## config.mk

```make
export PLATFORM = sky130hd
export DESIGN_NAME = i2c_master_register_transfer_top
export DESIGN_NICKNAME = d
export VERILOG_FILES = /design/src/hw/rtl/i2c_mrt_pkg.sv /design/src/hw/rtl/i2c_mrt_core.sv /design/src/hw/rtl/i2c_master_register_transfer_top.sv
export SDC_FILE = /design/constraint.sdc
export NUM_CORES = 1
export LEC_CHECK = 0
export BUFFER_PORTS_ARGS = -buffer_cell sky130_fd_sc_hd__buf_2
export CORE_UTILIZATION = 57
export DETAILED_ROUTE_END_ITERATION = 12
export PLACE_DENSITY_LB_ADDON = 0.12
export SETUP_SLACK_MARGIN = 0.5
export SLEW_MARGIN = 10
export SYNTH_ARGS = -nofsm -noshare
export SYNTH_HDL_FRONTEND = slang
export SYNTH_HIERARCHICAL = 1
export SYNTH_SLANG_ARGS = --single-unit
```

## constraint.sdc

```tcl
create_clock -name i_clk -period 8.5 [get_ports i_clk]
set_input_delay 1.7 -clock i_clk [delete_from_list [all_inputs] [get_ports i_clk]]
set_output_delay 1.7 -clock i_clk [all_outputs]
set_load 0.02 [all_outputs]
```

## src/hw/rtl/i2c_mrt_pkg.sv

```systemverilog
package i2c_mrt_pkg;

    // Sequencer phases
    typedef enum logic [2:0] {
        PH_IDLE  = 3'd0,
        PH_START = 3'd1,
        PH_ADDR  = 3'd2,
        PH_REG   = 3'd3,
        PH_DIR   = 3'd4,
        PH_XFER  = 3'd5
    } t_phase;

    // Bus actions handed to the byte-level controller
    typedef enum logic [2:0] {
        ACT_NONE    = 3'd0,
        ACT_START   = 3'd1,
        ACT_SEND    = 3'd2,
        ACT_RX_ACK  = 3'd3,
        ACT_RX_NACK = 3'd4,
        ACT_STOP    = 3'd5
    } t_action;

    // Request outcome
    typedef enum logic [1:0] {
        RS_OK    = 2'd0,
        RS_BUSY  = 2'd1,
        RS_COUNT = 2'd2
    } t_req_status;

    // Item kinds
    localparam logic REQ_TRANSFER = 1'b0;
    localparam logic REQ_EVENT    = 1'b1;

    // Controller status codes, bits 7..3
    localparam logic [7:0] STATUS_MASK     = 8'hF8;
    localparam logic [7:0] ST_START        = 8'h08;
    localparam logic [7:0] ST_RESTART      = 8'h10;
    localparam logic [7:0] ST_ADDR_W_ACK   = 8'h18;
    localparam logic [7:0] ST_ADDR_W_NACK  = 8'h20;
    localparam logic [7:0] ST_DATA_TX_ACK  = 8'h28;
    localparam logic [7:0] ST_DATA_TX_NACK = 8'h30;
    localparam logic [7:0] ST_ARB_LOST     = 8'h38;
    localparam logic [7:0] ST_ADDR_R_ACK   = 8'h40;
    localparam logic [7:0] ST_DATA_RX_ACK  = 8'h50;
    localparam logic [7:0] ST_DATA_RX_NACK = 8'h58;

    typedef struct packed {
        logic        req_type;
        logic [6:0]  device_addr;
        logic [7:0]  reg_addr;
        logic [3:0]  byte_count;
        logic        direction;
        logic [31:0] write_data;
        logic [7:0]  bus_status;
        logic [7:0]  rx_byte;
    } t_in_item;

    typedef struct packed {
        t_action     bus_action;
        logic [7:0]  tx_byte;
        t_req_status request_status;
        logic        busy_res;
        logic        done_res;
        logic [31:0] read_data;
    } t_out_item;

endpackage

```

## src/hw/rtl/i2c_mrt_core.sv

```systemverilog
module i2c_mrt_core #(
    parameter int MAX_DATA_BYTES = 4
) (
    input  logic                   i_clk,
    input  logic                   i_rst_n,
    input  logic                   i_fire,
    input  i2c_mrt_pkg::t_in_item  i_item,
    output i2c_mrt_pkg::t_out_item o_res
);
    import i2c_mrt_pkg::*;

    localparam int CW  = $clog2(MAX_DATA_BYTES + 1);
    localparam int AW  = (MAX_DATA_BYTES > 1) ? $clog2(MAX_DATA_BYTES) : 1;
    localparam int EXW = 8 * MAX_DATA_BYTES + 32;
    localparam logic [3:0]    MAX_CNT = 4'(MAX_DATA_BYTES);
    localparam logic [CW-1:0] MAX_BD  = CW'(MAX_DATA_BYTES);

    // Transfer state
    t_phase        r_phase, n_phase;
    logic          r_is_write, n_is_write;
    logic [6:0]    r_addr, n_addr;
    logic [7:0]    r_reg, n_reg;
    logic [CW-1:0] r_total, n_total;
    logic [CW-1:0] r_bd, n_bd;
    logic [7:0]    r_store [MAX_DATA_BYTES];

    logic          load_wr;
    logic          rx_we;
    logic          do_restart;
    logic          do_stop;
    logic          all_done;
    logic [7:0]    st;
    logic [CW:0]   bd_p1;
    logic [CW:0]   bd_p2;
    logic [EXW-1:0] wd_ext;
    logic [EXW-1:0] rd_ext;
    logic [7:0]    rd_byte;

    assign wd_ext   = EXW'(i_item.write_data);
    assign st       = i_item.bus_status & STATUS_MASK;
    assign all_done = (r_bd >= r_total) || (r_bd >= MAX_BD);
    assign bd_p1    = {1'b0, r_bd} + (CW + 1)'(1);
    assign bd_p2    = {1'b0, r_bd} + (CW + 1)'(2);

    // Next state and result
    always_comb begin
        n_phase    = r_phase;
        n_is_write = r_is_write;
        n_addr     = r_addr;
        n_reg      = r_reg;
        n_total    = r_total;
        n_bd       = r_bd;
        load_wr    = 1'b0;
        rx_we      = 1'b0;
        do_restart = 1'b0;
        do_stop    = 1'b0;
        o_res      = '0;
        o_res.bus_action     = ACT_NONE;
        o_res.request_status = RS_OK;

        if (i_item.req_type == REQ_TRANSFER) begin
            if (r_phase != PH_IDLE) begin
                o_res.request_status = RS_BUSY;
            end else if (i_item.byte_count == 4'd0 || i_item.byte_count > MAX_CNT) begin
                o_res.request_status = RS_COUNT;
            end else begin
                n_addr     = i_item.device_addr;
                n_reg      = i_item.reg_addr;
                n_total    = CW'(i_item.byte_count);
                n_bd       = '0;
                n_is_write = i_item.direction;
                load_wr    = i_item.direction;
                n_phase    = PH_START;
                o_res.bus_action = ACT_START;
            end
        end else if (r_phase != PH_IDLE) begin
            if (st == ST_ARB_LOST) begin
                do_restart = 1'b1;
            end else begin
                case (r_phase)
                    PH_START: begin
                        if (st != ST_START) begin
                            do_restart = 1'b1;
                        end else begin
                            o_res.bus_action = ACT_SEND;
                            o_res.tx_byte    = {r_addr, 1'b0};
                            n_phase          = PH_ADDR;
                        end
                    end
                    PH_ADDR: begin
                        if (st == ST_ADDR_W_NACK) begin
                            do_restart = 1'b1;
                        end else begin
                            o_res.bus_action = ACT_SEND;
                            o_res.tx_byte    = r_reg;
                            n_phase          = PH_REG;
                        end
                    end
                    PH_REG: begin
                        if (st != ST_DATA_TX_ACK) begin
                            do_restart = 1'b1;
                        end else begin
                            o_res.bus_action = ACT_START;
                            n_phase          = PH_DIR;
                        end
                    end
                    PH_DIR: begin
                        if (st != ST_START && st != ST_RESTART) begin
                            do_restart = 1'b1;
                        end else begin
                            o_res.bus_action = ACT_SEND;
                            o_res.tx_byte    = {r_addr, ~r_is_write};
                            n_phase          = PH_XFER;
                        end
                    end
                    PH_XFER: begin
                        if (r_is_write) begin
                            // write data bytes
                            if (st == ST_ADDR_W_ACK || st == ST_DATA_TX_ACK) begin
                                if (all_done) begin
                                    do_stop = 1'b1;
                                end else begin
                                    o_res.bus_action = ACT_SEND;
                                    o_res.tx_byte    = r_store[r_bd[AW-1:0]];
                                    n_bd             = bd_p1[CW-1:0];
                                end
                            end else if (st == ST_DATA_TX_NACK) begin
                                do_stop = 1'b1;
                            end else begin
                                do_restart = 1'b1;
                            end
                        end else begin
                            // read data bytes
                            if (st == ST_ADDR_R_ACK) begin
                                o_res.bus_action = (r_total > CW'(1)) ? ACT_RX_ACK
                                                                      : ACT_RX_NACK;
                            end else if (st == ST_DATA_RX_ACK) begin
                                if (all_done) begin
                                    do_restart = 1'b1;
                                end else begin
                                    rx_we = 1'b1;
                                    n_bd  = bd_p1[CW-1:0];
                                    o_res.bus_action = (bd_p2 >= {1'b0, r_total})
                                                       ? ACT_RX_NACK : ACT_RX_ACK;
                                end
                            end else if (st == ST_DATA_RX_NACK) begin
                                if (!all_done) begin
                                    rx_we = 1'b1;
                                    n_bd  = bd_p1[CW-1:0];
                                end
                                do_stop = 1'b1;
                            end else begin
                                do_restart = 1'b1;
                            end
                        end
                    end
                    default: begin
                        n_phase = PH_IDLE;
                    end
                endcase
            end
        end

        if (do_restart) begin
            o_res.bus_action = ACT_START;
            n_phase          = PH_START;
            n_bd             = '0;
        end
        if (do_stop) begin
            o_res.bus_action = ACT_STOP;
            n_phase          = PH_IDLE;
            o_res.done_res   = 1'b1;
        end

        // Gather received bytes on the closing item of a read
        rd_ext  = '0;
        rd_byte = '0;
        if (do_stop && !r_is_write) begin
            for (int i = 0; i < MAX_DATA_BYTES; i++) begin
                rd_byte = (rx_we && r_bd == CW'(i)) ? i_item.rx_byte : r_store[i];
                if ({1'b0, n_bd} > (CW + 1)'(i)) begin
                    rd_ext[8*i +: 8] = rd_byte;
                end
            end
        end
        o_res.read_data = rd_ext[31:0];
        o_res.busy_res  = (n_phase != PH_IDLE);
    end

    // State register
    always_ff @(posedge i_clk) begin
        if (!i_rst_n) begin
            r_phase    <= PH_IDLE;
            r_is_write <= 1'b0;
            r_addr     <= '0;
            r_reg      <= '0;
            r_total    <= '0;
            r_bd       <= '0;
        end else if (i_fire) begin
            r_phase    <= n_phase;
            r_is_write <= n_is_write;
            r_addr     <= n_addr;
            r_reg      <= n_reg;
            r_total    <= n_total;
            r_bd       <= n_bd;
        end
    end

    // Data byte store: loaded by a write request, filled by received bytes
    always_ff @(posedge i_clk) begin
        if (i_fire && load_wr) begin
            for (int i = 0; i < MAX_DATA_BYTES; i++) begin
                if (i < int'(i_item.byte_count)) begin
                    r_store[i] <= wd_ext[8*i +: 8];
                end
            end
        end else if (i_fire && rx_we) begin
            r_store[r_bd[AW-1:0]] <= i_item.rx_byte;
        end
    end

endmodule

```

## src/hw/rtl/i2c_master_register_transfer_top.sv

```systemverilog
// A request waits in the input register; its result is then registered in the
// result register that drives m_axis. Throughput: one request per cycle while
// m_axis_tready holds high; the input register and the result register let a new
// request in while a finished result still waits on m_axis_tready.
// Reset: synchronous, active low; the sequencer returns to idle, both registers
// empty. The data byte store is not cleared.
module i2c_master_register_transfer_top #(
    parameter int MAX_DATA_BYTES = 4
) (
    input  logic        i_clk,
    input  logic        i_rst_n,
    // device_addr[6:0], reg_addr[14:7], byte_count[18:15], direction[19],
    // write_data[51:20], bus_status[59:52], rx_byte[67:60], zero[71:68]
    input  logic [71:0] s_axis_tdata,
    // req_type[0]
    input  logic        s_axis_tuser,
    input  logic        s_axis_tvalid,
    output logic        s_axis_tready,
    // bus_action[2:0], tx_byte[10:3], request_status[12:11], busy_res[13],
    // done_res[14], read_data[46:15], zero[47]
    output logic [47:0] m_axis_tdata,
    output logic        m_axis_tvalid,
    input  logic        m_axis_tready
);
    import i2c_mrt_pkg::*;

    t_in_item  r_in, n_in;
    logic      r_in_valid;
    t_out_item r_out, w_res;
    logic      r_out_valid;
    logic      w_out_free;
    logic      w_fire;

    // Handshake
    assign w_out_free    = !r_out_valid || m_axis_tready;
    assign w_fire        = r_in_valid && w_out_free;
    assign s_axis_tready = !r_in_valid || w_fire;

    // Unpack request
    always_comb begin
        n_in.req_type    = s_axis_tuser;
        n_in.device_addr = s_axis_tdata[6:0];
        n_in.reg_addr    = s_axis_tdata[14:7];
        n_in.byte_count  = s_axis_tdata[18:15];
        n_in.direction   = s_axis_tdata[19];
        n_in.write_data  = s_axis_tdata[51:20];
        n_in.bus_status  = s_axis_tdata[59:52];
        n_in.rx_byte     = s_axis_tdata[67:60];
    end

    // Valid flags
    always_ff @(posedge i_clk) begin
        if (!i_rst_n) begin
            r_in_valid  <= 1'b0;
            r_out_valid <= 1'b0;
        end else begin
            if (s_axis_tready) begin
                r_in_valid <= s_axis_tvalid;
            end
            if (w_out_free) begin
                r_out_valid <= r_in_valid;
            end
        end
    end

    // Payload registers
    always_ff @(posedge i_clk) begin
        if (s_axis_tready && s_axis_tvalid) begin
            r_in <= n_in;
        end
        if (w_fire) begin
            r_out <= w_res;
        end
    end

    i2c_mrt_core #(
        .MAX_DATA_BYTES (MAX_DATA_BYTES)
    ) u_core (
        .i_clk   (i_clk),
        .i_rst_n (i_rst_n),
        .i_fire  (w_fire),
        .i_item  (r_in),
        .o_res   (w_res)
    );

    assign m_axis_tvalid = r_out_valid;
    assign m_axis_tdata  = {1'b0, r_out.read_data, r_out.done_res, r_out.busy_res,
                            r_out.request_status, r_out.tx_byte, r_out.bus_action};

    // Checks
    a_done_not_busy: assert property (@(posedge i_clk) disable iff (!i_rst_n)
        r_out_valid |-> !(r_out.done_res && r_out.busy_res))
        else $error("transfer reported done while still busy");

    a_refused_no_action: assert property (@(posedge i_clk) disable iff (!i_rst_n)
        r_out_valid && r_out.request_status != RS_OK |-> r_out.bus_action == ACT_NONE)
        else $error("refused request produced a bus action");

    a_tx_only_on_send: assert property (@(posedge i_clk) disable iff (!i_rst_n)
        r_out_valid && r_out.bus_action != ACT_SEND |-> r_out.tx_byte == 8'h00)
        else $error("tx byte driven without a send action");

    a_rdata_only_on_done: assert property (@(posedge i_clk) disable iff (!i_rst_n)
        r_out_valid && !r_out.done_res |-> r_out.read_data == 32'h0)
        else $error("read data shown before the transfer finished");

endmodule

```

==> flow_summary.toml <==
[drt]
wl_per_cell_um = 18.9
drc = 0
dr.first_iter.drc_count = 543
firstDrtPassIters = 9
vias = 5322
final_antenna_net_count = 0
viasPerCell = 5.78
routed_wl_um = 17400

[floorplanning]
core_region_area_mm2 = 0.0133
initial_core_util = 0.588
die-height_um = 119
io_pins = 127
fp.dieW_um = 119
fp-row-count = 42
die-area_mm2 = 0.0143

[power_and_ir_drop]
powerDensity_mw_per_mm2 = 197
p_leak_uw = 0.00322
vdd_drop_max_mv = 0.182

[cts]
cts_setup_buffers = 0
postCtsResizedCells = 0
cts.sinks = 174
clk_pin_slew_ps = 70
htreeDepth = 4
cts_tree = "done"
cts_buffers = 17
holdBufCountCts = 0
clock_latency_ps = 440
cts_max_path_buffers = 2
cts-root-buf = "clkbuf_16"

[grt]
grt_max_degree = 67
grt_overflow = 0
met3_usage = 0.0690
grt_pass1_vias = 4966
antenna_found_initial = 0
grt_pass1_wl_um = 26900
grt-busiest-layer = "met2"
track_usage = 0.259
use_met2 = 0.379
grtUsageMet1 = 0.375

[placed_design]
dp_hpwl_um = 12500
portBuffers = 118
place_congestion = 0.920
placed_cell_area_mm2 = 0.00858

[cells_and_area]
num_antenna_cells = 0
final_cell_area_mm2 = 0.00916
layout_common_cells = "edfxtp_1 (145), nand2_1 (135), buf_2 (118)"
regMostFlops = "r_in"
largest_register_ffs = 66
layout_commonest_cell = "edfxtp_1"
drive_gt1_frac = 0.285
fin_nets = 819
syn_to_final_growth_pct = 16.6

[setup_path]
rr_worst_depth = 8
critPathRequiredTime_ps = 8570
start_kind = "input pin"
endpoint_kind = "flop"
arrival_ps = 4440
setup.worst_path.class = "input pin to flop"
critPathMaxFanout = 54

[timing]
hold_viol_final = 0
final_max_slew_viol_count = 0
fin_worst_skew_ps = 10.7
holdWs_ps = 465
timing.final.crit_share = 0.515
fmax_mhz = 229
worst_pin_slew_ps = 931
period_minus_slack_ps = 4370
setup-tns-final_ps = 0
rsz0062_at_grt = "no"
setup_violations = 0
slew_headroom = 0.378

[logic_synthesis]
postSynthCellCount = 619
avgSynthCellArea_um2 = 12.7
syn_area_mm2 = 0.00786
yosysWarnings = 6
synth_fp_nets = 707

[flow_run]
maxCapViolCount = 0

[hold_path]
hold_class = "flop to flop"
hold_depth = 2

[status]
status = "complete, no violations"
worst max-delay path, stage by stage:
cell	delay, ps
buf_2	120
nor2b_4	60
nor2b_4	90
buf_4	550
clkinv_1	570
nor2_1	210
buf_4	260
nand2_1	180
o22ai_1	690
through the flow:
stage | instances | utilization | setup slack, ps | power (uW)
detailed placement | 888 | 0.643 | 3650 | 1080
CTS | 920 | 0.686 | 4110 | 1820
global route | 920 | 0.686 | 3850 | 1860
finish | 920 | 0.686 | 4130 | 1810
global placement | 888 | 0.643 | 3720 | 1080
floorplan | 619 | - | 2520 | 1040
report_power, final:
group | internal (uW) | switching [uW] | total, uW
Sequential | 957 | 22.5 | 979
Combinational | 33.6 | 50.1 | 83.7
Clock | 389 | 356 | 745
Total | 1380 | 428 | 1810
routing by layer:
layer	vias up	wire, um
met3	22	1380
met2	251	7800
li1	2533	-
met5	-	0
met4	0	259
met1	2516	7920
worst paths after layout:
path	from	end	slack (ps)
hold / removal	u_core/r_reg[5]	u_core/r_reg[5]	470
setup reg to reg	u_core/r_bd[1]	u_core/r_store[1][0]	4600
hold reg to reg	u_core/r_reg[5]	u_core/r_reg[5]	470
setup / recovery	m_axis_tready	u_core/r_store[1][0]	4130
layout make-up:
class | count | area (um^2)
clock buffers | 17 | 425
clock inverters | 15 | 150
fillers | 963 | 4190
inverters | 12 | 45.0
multi-input cells | 404 | 2760
flip-flops and latches | 174 | 4930
well taps | 176 | 220
repair buffers | 122 | 621
Note: power is estimated with default switching activity, not from simulation.
